File: config.mk
export PLATFORM = sky130hd
export DESIGN_NAME = crpf_rotate
export DESIGN_NICKNAME = d
export VERILOG_FILES = /design/src/rtl/crpf_pkg.sv /design/src/rtl/crpf_rotate.sv
export SDC_FILE = /design/constraint.sdc
export NUM_CORES = 2
export LEC_CHECK = 0
export ABC_AREA = 1
export BUFFER_PORTS_ARGS = -buffer_cell sky130_fd_sc_hd__buf_2
export CAP_MARGIN = 40
export CORE_MARGIN = 10
export CORE_UTILIZATION = 32
export DETAILED_ROUTE_END_ITERATION = 10
export PLACE_DENSITY_LB_ADDON = 0.3
export SYNTH_ARGS = -nofsm -noshare
export SYNTH_HDL_FRONTEND = slang
export SYNTH_SLANG_ARGS = --single-unit
File: constraint.sdc
create_clock -name clk -period 9.24 [get_ports clk]
set_input_delay 1.848 -clock clk [delete_from_list [all_inputs] [get_ports clk]]
set_output_delay 1.848 -clock clk [all_outputs]
set_load 0.02 [all_outputs]
File: src/rtl/crpf_pkg.sv
`timescale 1ns / 1ps
// ----------------------------------------------------------------------------
// crpf_pkg: shared types and constants for the center rotation pixel fetch
// Payload structs, register indexes, controller states and reset values.
// ----------------------------------------------------------------------------
package crpf_pkg;

    localparam int ROW_W   = 9;
    localparam int COL_W   = 10;
    localparam int CHAN_W  = 8;
    localparam int PIX_W   = 3 * CHAN_W;
    localparam int FW_W    = 11;
    localparam int FH_W    = 10;
    localparam int TRIG_W  = 16;
    localparam int CFG_W   = 16;
    localparam int REG_IDX_W = 2;

    // Offsets from the center; wide enough for any column and half width.
    localparam int DIFF_W = 12;
    localparam int PROD_W = DIFF_W + TRIG_W;
    localparam int SUM_W  = PROD_W + 1;

    localparam int DEF_MAX_WIDTH      = 1024;
    localparam int DEF_MAX_HEIGHT     = 512;
    localparam int DEF_TRIG_FRAC_BITS = 14;

    localparam logic [FW_W-1:0]   RST_FRAME_WIDTH  = 11'd640;
    localparam logic [FH_W-1:0]   RST_FRAME_HEIGHT = 10'd480;
    localparam logic [TRIG_W-1:0] RST_COS_ANGLE    = 16'h4000;
    localparam logic [TRIG_W-1:0] RST_SIN_ANGLE    = 16'h0000;

    localparam logic ACT_STORE = 1'b0;
    localparam logic ACT_FETCH = 1'b1;

    typedef enum logic [REG_IDX_W-1:0] {
        REG_FRAME_WIDTH  = 2'd0,
        REG_FRAME_HEIGHT = 2'd1,
        REG_COS_ANGLE    = 2'd2,
        REG_SIN_ANGLE    = 2'd3
    } reg_idx_t;

    typedef enum logic [2:0] {
        ST_IDLE,
        ST_MUL,
        ST_SUM,
        ST_SHIFT,
        ST_ADDR,
        ST_READ
    } state_t;

    typedef struct packed {
        logic              action;
        logic [ROW_W-1:0]  row;
        logic [COL_W-1:0]  col;
        logic [CHAN_W-1:0] in_red;
        logic [CHAN_W-1:0] in_green;
        logic [CHAN_W-1:0] in_blue;
    } in_req_t;

    typedef struct packed {
        logic [CHAN_W-1:0] out_red;
        logic [CHAN_W-1:0] out_green;
        logic [CHAN_W-1:0] out_blue;
        logic              outside;
    } out_req_t;

    // Stage enables from the controller to the rotation datapath.
    typedef struct packed {
        logic load_en;
        logic mul_en;
        logic sum_en;
        logic shift_en;
        logic addr_en;
    } rot_ctrl_t;

endpackage

File: src/rtl/crpf_rotate.sv
`timescale 1ns / 1ps
// ----------------------------------------------------------------------------
// crpf_rotate: inverse rotation datapath
// Maps an output pixel to its source pixel about the frame center.
// ----------------------------------------------------------------------------
module crpf_rotate #(
    parameter int MAX_WIDTH      = crpf_pkg::DEF_MAX_WIDTH,
    parameter int MAX_HEIGHT     = crpf_pkg::DEF_MAX_HEIGHT,
    parameter int TRIG_FRAC_BITS = crpf_pkg::DEF_TRIG_FRAC_BITS,
    parameter int RA_W           = $clog2(MAX_HEIGHT),
    parameter int CA_W           = $clog2(MAX_WIDTH)
) (
    input  logic                          clk,
    input  crpf_pkg::rot_ctrl_t           ctrl,
    input  logic [crpf_pkg::ROW_W-1:0]    row,
    input  logic [crpf_pkg::COL_W-1:0]    col,
    input  logic [crpf_pkg::FW_W-1:0]     frame_width,
    input  logic [crpf_pkg::FH_W-1:0]     frame_height,
    input  logic signed [crpf_pkg::TRIG_W-1:0] cos_angle,
    input  logic signed [crpf_pkg::TRIG_W-1:0] sin_angle,
    output logic [RA_W+CA_W-1:0]          src_addr,
    output logic                          src_outside
);

    localparam int DIFF_W = crpf_pkg::DIFF_W;
    localparam int PROD_W = crpf_pkg::PROD_W;
    localparam int SUM_W  = crpf_pkg::SUM_W;
    localparam int FW_W   = crpf_pkg::FW_W;
    localparam int FH_W   = crpf_pkg::FH_W;
    localparam logic signed [SUM_W-1:0] ROUND_BIAS = SUM_W'((1 << TRIG_FRAC_BITS) - 1);

    logic [FW_W-1:0] w_eff;
    logic [FH_W-1:0] h_eff;

    logic [FW_W-1:0]            w_reg;
    logic [FH_W-1:0]            h_reg;
    logic [FW_W-2:0]            wc_reg;
    logic [FH_W-2:0]            hc_reg;
    logic signed [DIFF_W-1:0]   dr_reg, dr_next;
    logic signed [DIFF_W-1:0]   dc_reg, dc_next;

    logic signed [PROD_W-1:0]   dr_ext, dc_ext, cos_ext, sin_ext;
    logic signed [PROD_W-1:0]   p_rc_reg, p_ds_reg, p_dc_reg, p_rs_reg;

    logic signed [SUM_W-1:0]    s_r_reg, s_c_reg;
    logic signed [SUM_W-1:0]    b_r, b_c;
    logic signed [SUM_W-1:0]    q_r_reg, q_c_reg;

    logic signed [SUM_W-1:0]    sr, sc, h_ext, w_ext;
    logic                       src_in_frame;
    logic                       outside_reg;

    // Frame size registers above the store size saturate to the store size.
    always_comb
    begin
        w_eff   = (32'(frame_width) > MAX_WIDTH) ? FW_W'(MAX_WIDTH) : frame_width;
        h_eff   = (32'(frame_height) > MAX_HEIGHT) ? FH_W'(MAX_HEIGHT) : frame_height;
        dr_next = $signed({3'b000, row}) - $signed({3'b000, h_eff[FH_W-1:1]});
        dc_next = $signed({2'b00, col}) - $signed({2'b00, w_eff[FW_W-1:1]});
    end

    always_ff @(posedge clk)
    begin
        if (ctrl.load_en)
        begin
            w_reg  <= w_eff;
            h_reg  <= h_eff;
            wc_reg <= w_eff[FW_W-1:1];
            hc_reg <= h_eff[FH_W-1:1];
            dr_reg <= dr_next;
            dc_reg <= dc_next;
        end
    end

    assign dr_ext  = PROD_W'(dr_reg);
    assign dc_ext  = PROD_W'(dc_reg);
    assign cos_ext = PROD_W'(cos_angle);
    assign sin_ext = PROD_W'(sin_angle);

    always_ff @(posedge clk)
    begin
        if (ctrl.mul_en)
        begin
            p_rc_reg <= dr_ext * cos_ext;
            p_ds_reg <= dc_ext * sin_ext;
            p_dc_reg <= dc_ext * cos_ext;
            p_rs_reg <= dr_ext * sin_ext;
        end
    end

    always_ff @(posedge clk)
    begin
        if (ctrl.sum_en)
        begin
            s_r_reg <= SUM_W'(p_rc_reg) + SUM_W'(p_ds_reg);
            s_c_reg <= SUM_W'(p_dc_reg) - SUM_W'(p_rs_reg);
        end
    end

    // Truncation toward zero: negative sums are biased up before the shift.
    assign b_r = s_r_reg + (s_r_reg[SUM_W-1] ? ROUND_BIAS : '0);
    assign b_c = s_c_reg + (s_c_reg[SUM_W-1] ? ROUND_BIAS : '0);

    always_ff @(posedge clk)
    begin
        if (ctrl.shift_en)
        begin
            q_r_reg <= b_r >>> TRIG_FRAC_BITS;
            q_c_reg <= b_c >>> TRIG_FRAC_BITS;
        end
    end

    always_comb
    begin
        sr     = q_r_reg + SUM_W'($signed({1'b0, hc_reg}));
        sc     = q_c_reg + SUM_W'($signed({1'b0, wc_reg}));
        h_ext  = SUM_W'($signed({1'b0, h_reg}));
        w_ext  = SUM_W'($signed({1'b0, w_reg}));
        src_in_frame = !sr[SUM_W-1] && (sr < h_ext) && !sc[SUM_W-1] && (sc < w_ext);
    end

    assign src_addr    = {sr[RA_W-1:0], sc[CA_W-1:0]};

    always_ff @(posedge clk)
    begin
        if (ctrl.addr_en)
        begin
            outside_reg <= !src_in_frame;
        end
    end

    assign src_outside = outside_reg;

`ifndef SYNTHESIS
    // A source inside the active frame is registered as not outside.
    property p_addr_in_frame;
        @(posedge clk) ctrl.addr_en && src_in_frame |=> !outside_reg;
    endproperty
    a_addr_in_frame: assert property (p_addr_in_frame)
        else $error("source in frame not flagged as such");

    property p_row_in_store;
        @(posedge clk) ctrl.addr_en && src_in_frame
            |-> 32'(src_addr[RA_W+CA_W-1:CA_W]) < MAX_HEIGHT;
    endproperty
    a_row_in_store: assert property (p_row_in_store)
        else $error("source row beyond frame store");

    property p_col_in_store;
        @(posedge clk) ctrl.addr_en && src_in_frame |-> 32'(src_addr[CA_W-1:0]) < MAX_WIDTH;
    endproperty
    a_col_in_store: assert property (p_col_in_store)
        else $error("source column beyond frame store");
`endif

endmodule

Word level (Yosys, flattened, before mapping)
Cells that the tools add are included.
- input port bits: 78
- output and inout bits: 20
- register bits: 243
- add/subtract/negate cells: 8
- order comparisons: 4
- reduce and logical (&&, ||, !) cells: 6
- multiplexer cells: 4
- multiply operators: 4
- operators with widths (kind ; number):
    adder 29 x 14 -> 29 bit ; 2
    multiplier 11 x 16 -> 27 bit ; 2
    multiplier 10 x 16 -> 26 bit ; 2
    adder 28 x 28 -> 29 bit ; 1
    subtractor 28 x 28 -> 29 bit ; 1
    2-to-1 mux 14 bit ; 2
    adder 15 x 10 -> 16 bit ; 1
    adder 15 x 11 -> 16 bit ; 1
    < comparator 16 x 11 -> 1 bit ; 1
    < comparator 16 x 12 -> 1 bit ; 1
    greater-than comparator 11 bit (second input constant) ; 1
    2-to-1 mux 11 bit ; 1
    subtractor 10 x 10 -> 11 bit ; 1
    greater-than comparator 10 bit (second input constant) ; 1
    2-to-1 mux 10 bit ; 1
    subtractor 9 x 9 -> 10 bit ; 1
    logical AND 1 bit ; 3
    zero test 1 bit ; 3

Logic depth before layout (Yosys ltp)
- depth in word-level cells: 6
- mapped depth: 24
- depth with buffers taken out: 23

Worst setup path after synthesis
OpenSTA, ideal clock, no wires.
- kind: input -> register
- start point: in sin_angle[15] (netlist bit)
- end point: reg p_rs_reg[24] (data pin)
- stages: 16
- slack: 2.886 ns
- arrival: 6.101 ns
- setup time: 0.253 ns
- cells stage by stage: clkbuf_1 -> nand2_1 -> fa_1 -> fa_1 -> inv_1 -> fa_1 -> inv_1 -> fa_1 -> fa_1 -> inv_1 -> ha_1 -> nand2_1 -> nor4_1 -> nand4_1 -> nand4_1 -> nand2_1
- longest elaborated chain between the ends: 1
- RTL lines (element ; line ; text):
    start: declaration ; crpf_rotate.sv:20 ; input logic signed [crpf_pkg::TRIG_W-1:0] sin_angle,
    multiplier 10 x 16 -> 26 bit ; crpf_rotate.sv:87 ; p_rs_reg <= dr_ext * sin_ext;
    end signal: assignment ; crpf_rotate.sv:87 ;
    end: declaration ; crpf_rotate.sv:43 ; logic signed [PROD_W-1:0] p_rc_reg, p_ds_reg, p_dc_reg, p_rs_reg;
Every way passes these cells.
A chain may end at the register's enable or synchronous reset.

Worst setup path after layout
Ends and elaborated chain as after synthesis.

==> metrics.log <==
[metrics] result of the run: finished clean
[metrics] nature of the critical path startpoint: input port
[metrics] RSZ-0062 raised after global routing: false
[metrics] post-DR wirelength/cell: 16.2 µm
[metrics] row count: 130
[metrics] post-synth design cell area: 0.0403 mm²
[metrics] total via count after detailed routing: 31019
[metrics] Starting Density: 0.321
[metrics] share of the clock period used by the worst path after layout: 0.704
[metrics] slew at the pin with the worst max-slew slack: 845 ps
[metrics] post-synth net total: 6001
[metrics] master cell of the clock root buffer: sky130_fd_sc_hd__clkbuf_16
[metrics] final RePlAce weighted congestion: 0.894
[metrics] worst path arrival time: 6840 ps
[metrics] number of distinct library cell variants in the gate-level netlist after synthesis: 48
[metrics] full die area: 0.141 mm²
[metrics] tightest hold margin: 549 ps
[metrics] fraction of post-synthesis cell area in the top cell type by area: 0.302
[metrics] number of H-tree branching levels: 1
[metrics] commonest register cell after synthesis: sky130_fd_sc_hd__edfxtp_1
[metrics] leading cell type in the layout, fill and taps excluded: sky130_fd_sc_hd__inv_1
[metrics] Max Buffers Root-to-Sink: 3
[metrics] Min-Delay Path Depth: 1
[metrics] aggregate global-route resource usage: 0.153
[metrics] setup slack at placement: 2120 ps
[metrics] pin count of the biggest net entering global routing: 59
[metrics] post-CTS setup repair buffer count: 0
[metrics] number of pins exceeding their max-slew limit in the final report: 0
[metrics] Hold Violations, Final: 0
[metrics] number of global-route vias before repair: 31785
[metrics] post-synthesis cell type with the largest combined area: sky130_fd_sc_hd__fa_1
[metrics] total cell area at the placement stage: 0.0426 mm²
[metrics] count of final setup violators: 0
[metrics] required time of the critical path: 9580 ps
[metrics] origin of the worst min-delay path: p_rc_reg[0]$_DFFE_PP_
[metrics] first-pass GRT wire length: 175 mm
[metrics] Post-Synthesis Mean Instance Area: 8.15 µm²
[metrics] Multi-input gate area: 0.0278 mm²
[metrics] fraction of final layout cells with drive strength greater than 1: 0.0431
[metrics] clock-pin slew on the worst setup and hold paths: 60 ps
[metrics] worst reg2reg setup slack: 3320 ps
[metrics] top-level I/O count: 98
[metrics] worst reg-to-reg path cell count: 21
[metrics] Async S/R FF share, synth: 0
[metrics] Critical R2R Launch: dc_reg[10]$_DFFE_PP_
[metrics] end point of the most critical hold path: s_r_reg[0]$_DFFE_PP_
[metrics] TritonCTS Sinks: 237
[metrics] NumNets Final: 6027
[metrics] Highest Clock Rate: 154 MHz
[metrics] Max FO, Critical Path: 21
[metrics] final period demand of the worst path: 6510 ps
[metrics] area taken by flip-flops and latches: 0.00712 mm²
[metrics] count of buffers inserted at the top-level ports: 97
[metrics] final HPWL from detailed placement: 87.7 mm
[metrics] clock tree from TritonCTS: built
[metrics] max-cap violation count: 0
[metrics] total wire length after detailed routing: 108 mm
[metrics] detailed-routing iteration count for the pre-antenna-repair pass: 5
[metrics] Post-Synthesis Cells: 4942
[metrics] placeable core region: 0.125 mm²
[metrics] fillcell total: 13216
[metrics] synthesis warning total: 0
[metrics] vias per cell: 4.67
[metrics] fraction of the yosys area taken by sequential cells: 0.177
[metrics] class of the worst hold path: reg2reg
[metrics] crit path capture type: flip-flop
[metrics] area growth from synthesis to final layout: 8.02%
[metrics] worst path setup slack after routing: 2730 ps
[metrics] worst flop-to-flop path endpoint: p_dc_reg[26]$_DFFE_PP_
[metrics] Critical Setup Path Class: in2reg
[metrics] number of antenna violations at the first check in global routing: 12
[metrics] Slew Limit Headroom: 0.437
[metrics] Post-synth EDFFs: 237
[metrics] number of buffers inserted during clock tree synthesis: 30
[metrics] overall die width: 375 µm
[metrics] leading cell types in the layout, fill and taps excluded: sky130_fd_sc_hd__inv_1, sky130_fd_sc_hd__nand2_1, sky130_fd_sc_hd__fa_1
[metrics] final cell area excluding filler cells: 0.0435 mm²
[metrics] total of flip-flops plus latches after synthesis: 237
[metrics] Congestion Overflow GR: 0
[metrics] post_cts resized: 0
[metrics] DR DRC count: 0
[metrics] clk_skew: 31.5 ps
[metrics] die boundary height: 375 µm
[metrics] number of nets still failing antenna checks after routing: 0
[metrics] hold-fix buffer count after cts: 0
[metrics] First DRT Iteration DRCs: 1983
[metrics] Setup Total Neg Slack: 0 ps
[metrics] largest cells by area after synthesis: sky130_fd_sc_hd__fa_1, sky130_fd_sc_hd__edfxtp_1, sky130_fd_sc_hd__inv_1, sky130_fd_sc_hd__ha_1, sky130_fd_sc_hd__nand2_1
[metrics] clock insertion delay at the later pin of the skew report: 600 ps
==> per-stage QoR <==
step	std cells	util
CTS	6641	0.347
global placement	6586	0.339
finish	6644	0.347
global route	6642	0.347
floorplan	4942	-
detailed placement	6586	0.339
==> worst max-delay path, stage by stage <==
cell,delay [ps]
sky130_fd_sc_hd__buf_2,340
sky130_fd_sc_hd__nand2_1,240
sky130_fd_sc_hd__fa_1,690
sky130_fd_sc_hd__fa_1,680
sky130_fd_sc_hd__inv_1,80
sky130_fd_sc_hd__fa_1,490
sky130_fd_sc_hd__inv_1,60
sky130_fd_sc_hd__fa_1,480
sky130_fd_sc_hd__fa_1,490
sky130_fd_sc_hd__inv_1,40
sky130_fd_sc_hd__ha_1,360
sky130_fd_sc_hd__nand2_1,120
sky130_fd_sc_hd__nor4_1,430
sky130_fd_sc_hd__nand4_1,260
sky130_fd_sc_hd__nand4_1,160
sky130_fd_sc_hd__nand2_1,70
==> Yosys cell counts (2+ instances only) <==
cell                          n
sky130_fd_sc_hd__o211ai_1     3
sky130_fd_sc_hd__a21o_1      17
sky130_fd_sc_hd__a21oi_2      2
sky130_fd_sc_hd__a21boi_2     5
sky130_fd_sc_hd__o31ai_1      2
sky130_fd_sc_hd__nand4_1     43
sky130_fd_sc_hd__nor4_1      14
sky130_fd_sc_hd__or2_2        5
sky130_fd_sc_hd__o21bai_1    19
sky130_fd_sc_hd__o21a_1       9
sky130_fd_sc_hd__a21boi_0     5
sky130_fd_sc_hd__a21oi_1    201
sky130_fd_sc_hd__a21boi_4     2
sky130_fd_sc_hd__ha_1       373
sky130_fd_sc_hd__a31oi_1     23
sky130_fd_sc_hd__fa_1       608
sky130_fd_sc_hd__nand2_4      2
sky130_fd_sc_hd__nor2_2       2
sky130_fd_sc_hd__edfxtp_1   237
sky130_fd_sc_hd__a221oi_1     2
sky130_fd_sc_hd__xor2_1     123
sky130_fd_sc_hd__buf_2        2
sky130_fd_sc_hd__nand2_2      8
sky130_fd_sc_hd__nor2_1     259
sky130_fd_sc_hd__xnor2_1     86
sky130_fd_sc_hd__nand2_1   1154
sky130_fd_sc_hd__a211oi_1     5
sky130_fd_sc_hd__clkbuf_1   127
sky130_fd_sc_hd__nor2_4       2
sky130_fd_sc_hd__nand3b_1     4
sky130_fd_sc_hd__o21ai_1      6
sky130_fd_sc_hd__nor3_1      39
sky130_fd_sc_hd__o21ai_0     97
sky130_fd_sc_hd__o21ai_2     11
sky130_fd_sc_hd__inv_1     1297
sky130_fd_sc_hd__nand3_1    135
sky130_fd_sc_hd__clkinv_1     2
==> per-layer routing <==
metal,track usage,share of wire,up-vias
met3,0.0215,0.058,107
met2,0.241,0.44,699
met1,0.222,0.48,15264
met5,0,0.00061,-
li1,-,-,14937
met4,0.0355,0.024,12
==> kinds of logic after synthesis <==
group	synth area share
AND/OR/NAND/NOR	0.167
buffers and inverters	0.133
adder cells (fa/ha/maj)	0.418
AO/OA/AOI/OAI	0.0599
flip-flops	0.177
XOR/XNOR	0.0454
==> how the worst max path moves through the flow <==
stage                       start                      to  cells after the start
floorplan           sin_angle[15]  p_rs_reg[24]$_DFFE_PP_                     16
global placement    cos_angle[15]  p_dc_reg[26]$_DFFE_PP_                     17
detailed placement  cos_angle[15]  p_dc_reg[26]$_DFFE_PP_                     17
CTS                 cos_angle[15]  p_dc_reg[26]$_DFFE_PP_                     17
global route        cos_angle[15]  p_dc_reg[24]$_DFFE_PP_                     16
finish              sin_angle[15]  p_rs_reg[24]$_DFFE_PP_                     16
==> area by class of cell <==
cell class | count | area share
tap | 1650 | 0.0474
multi-input combinational | 3276 | 0.639
sequential | 237 | 0.164
clock inverter | 22 | 0.00411
antenna | 3 | 0.000172
inverter | 1300 | 0.112
clock buffer | 33 | 0.0180
timing repair buffer | 123 | 0.0157
Power is not shown: default switching activity piles up to over one toggle a cycle in this logic, so the estimate is an artifact.
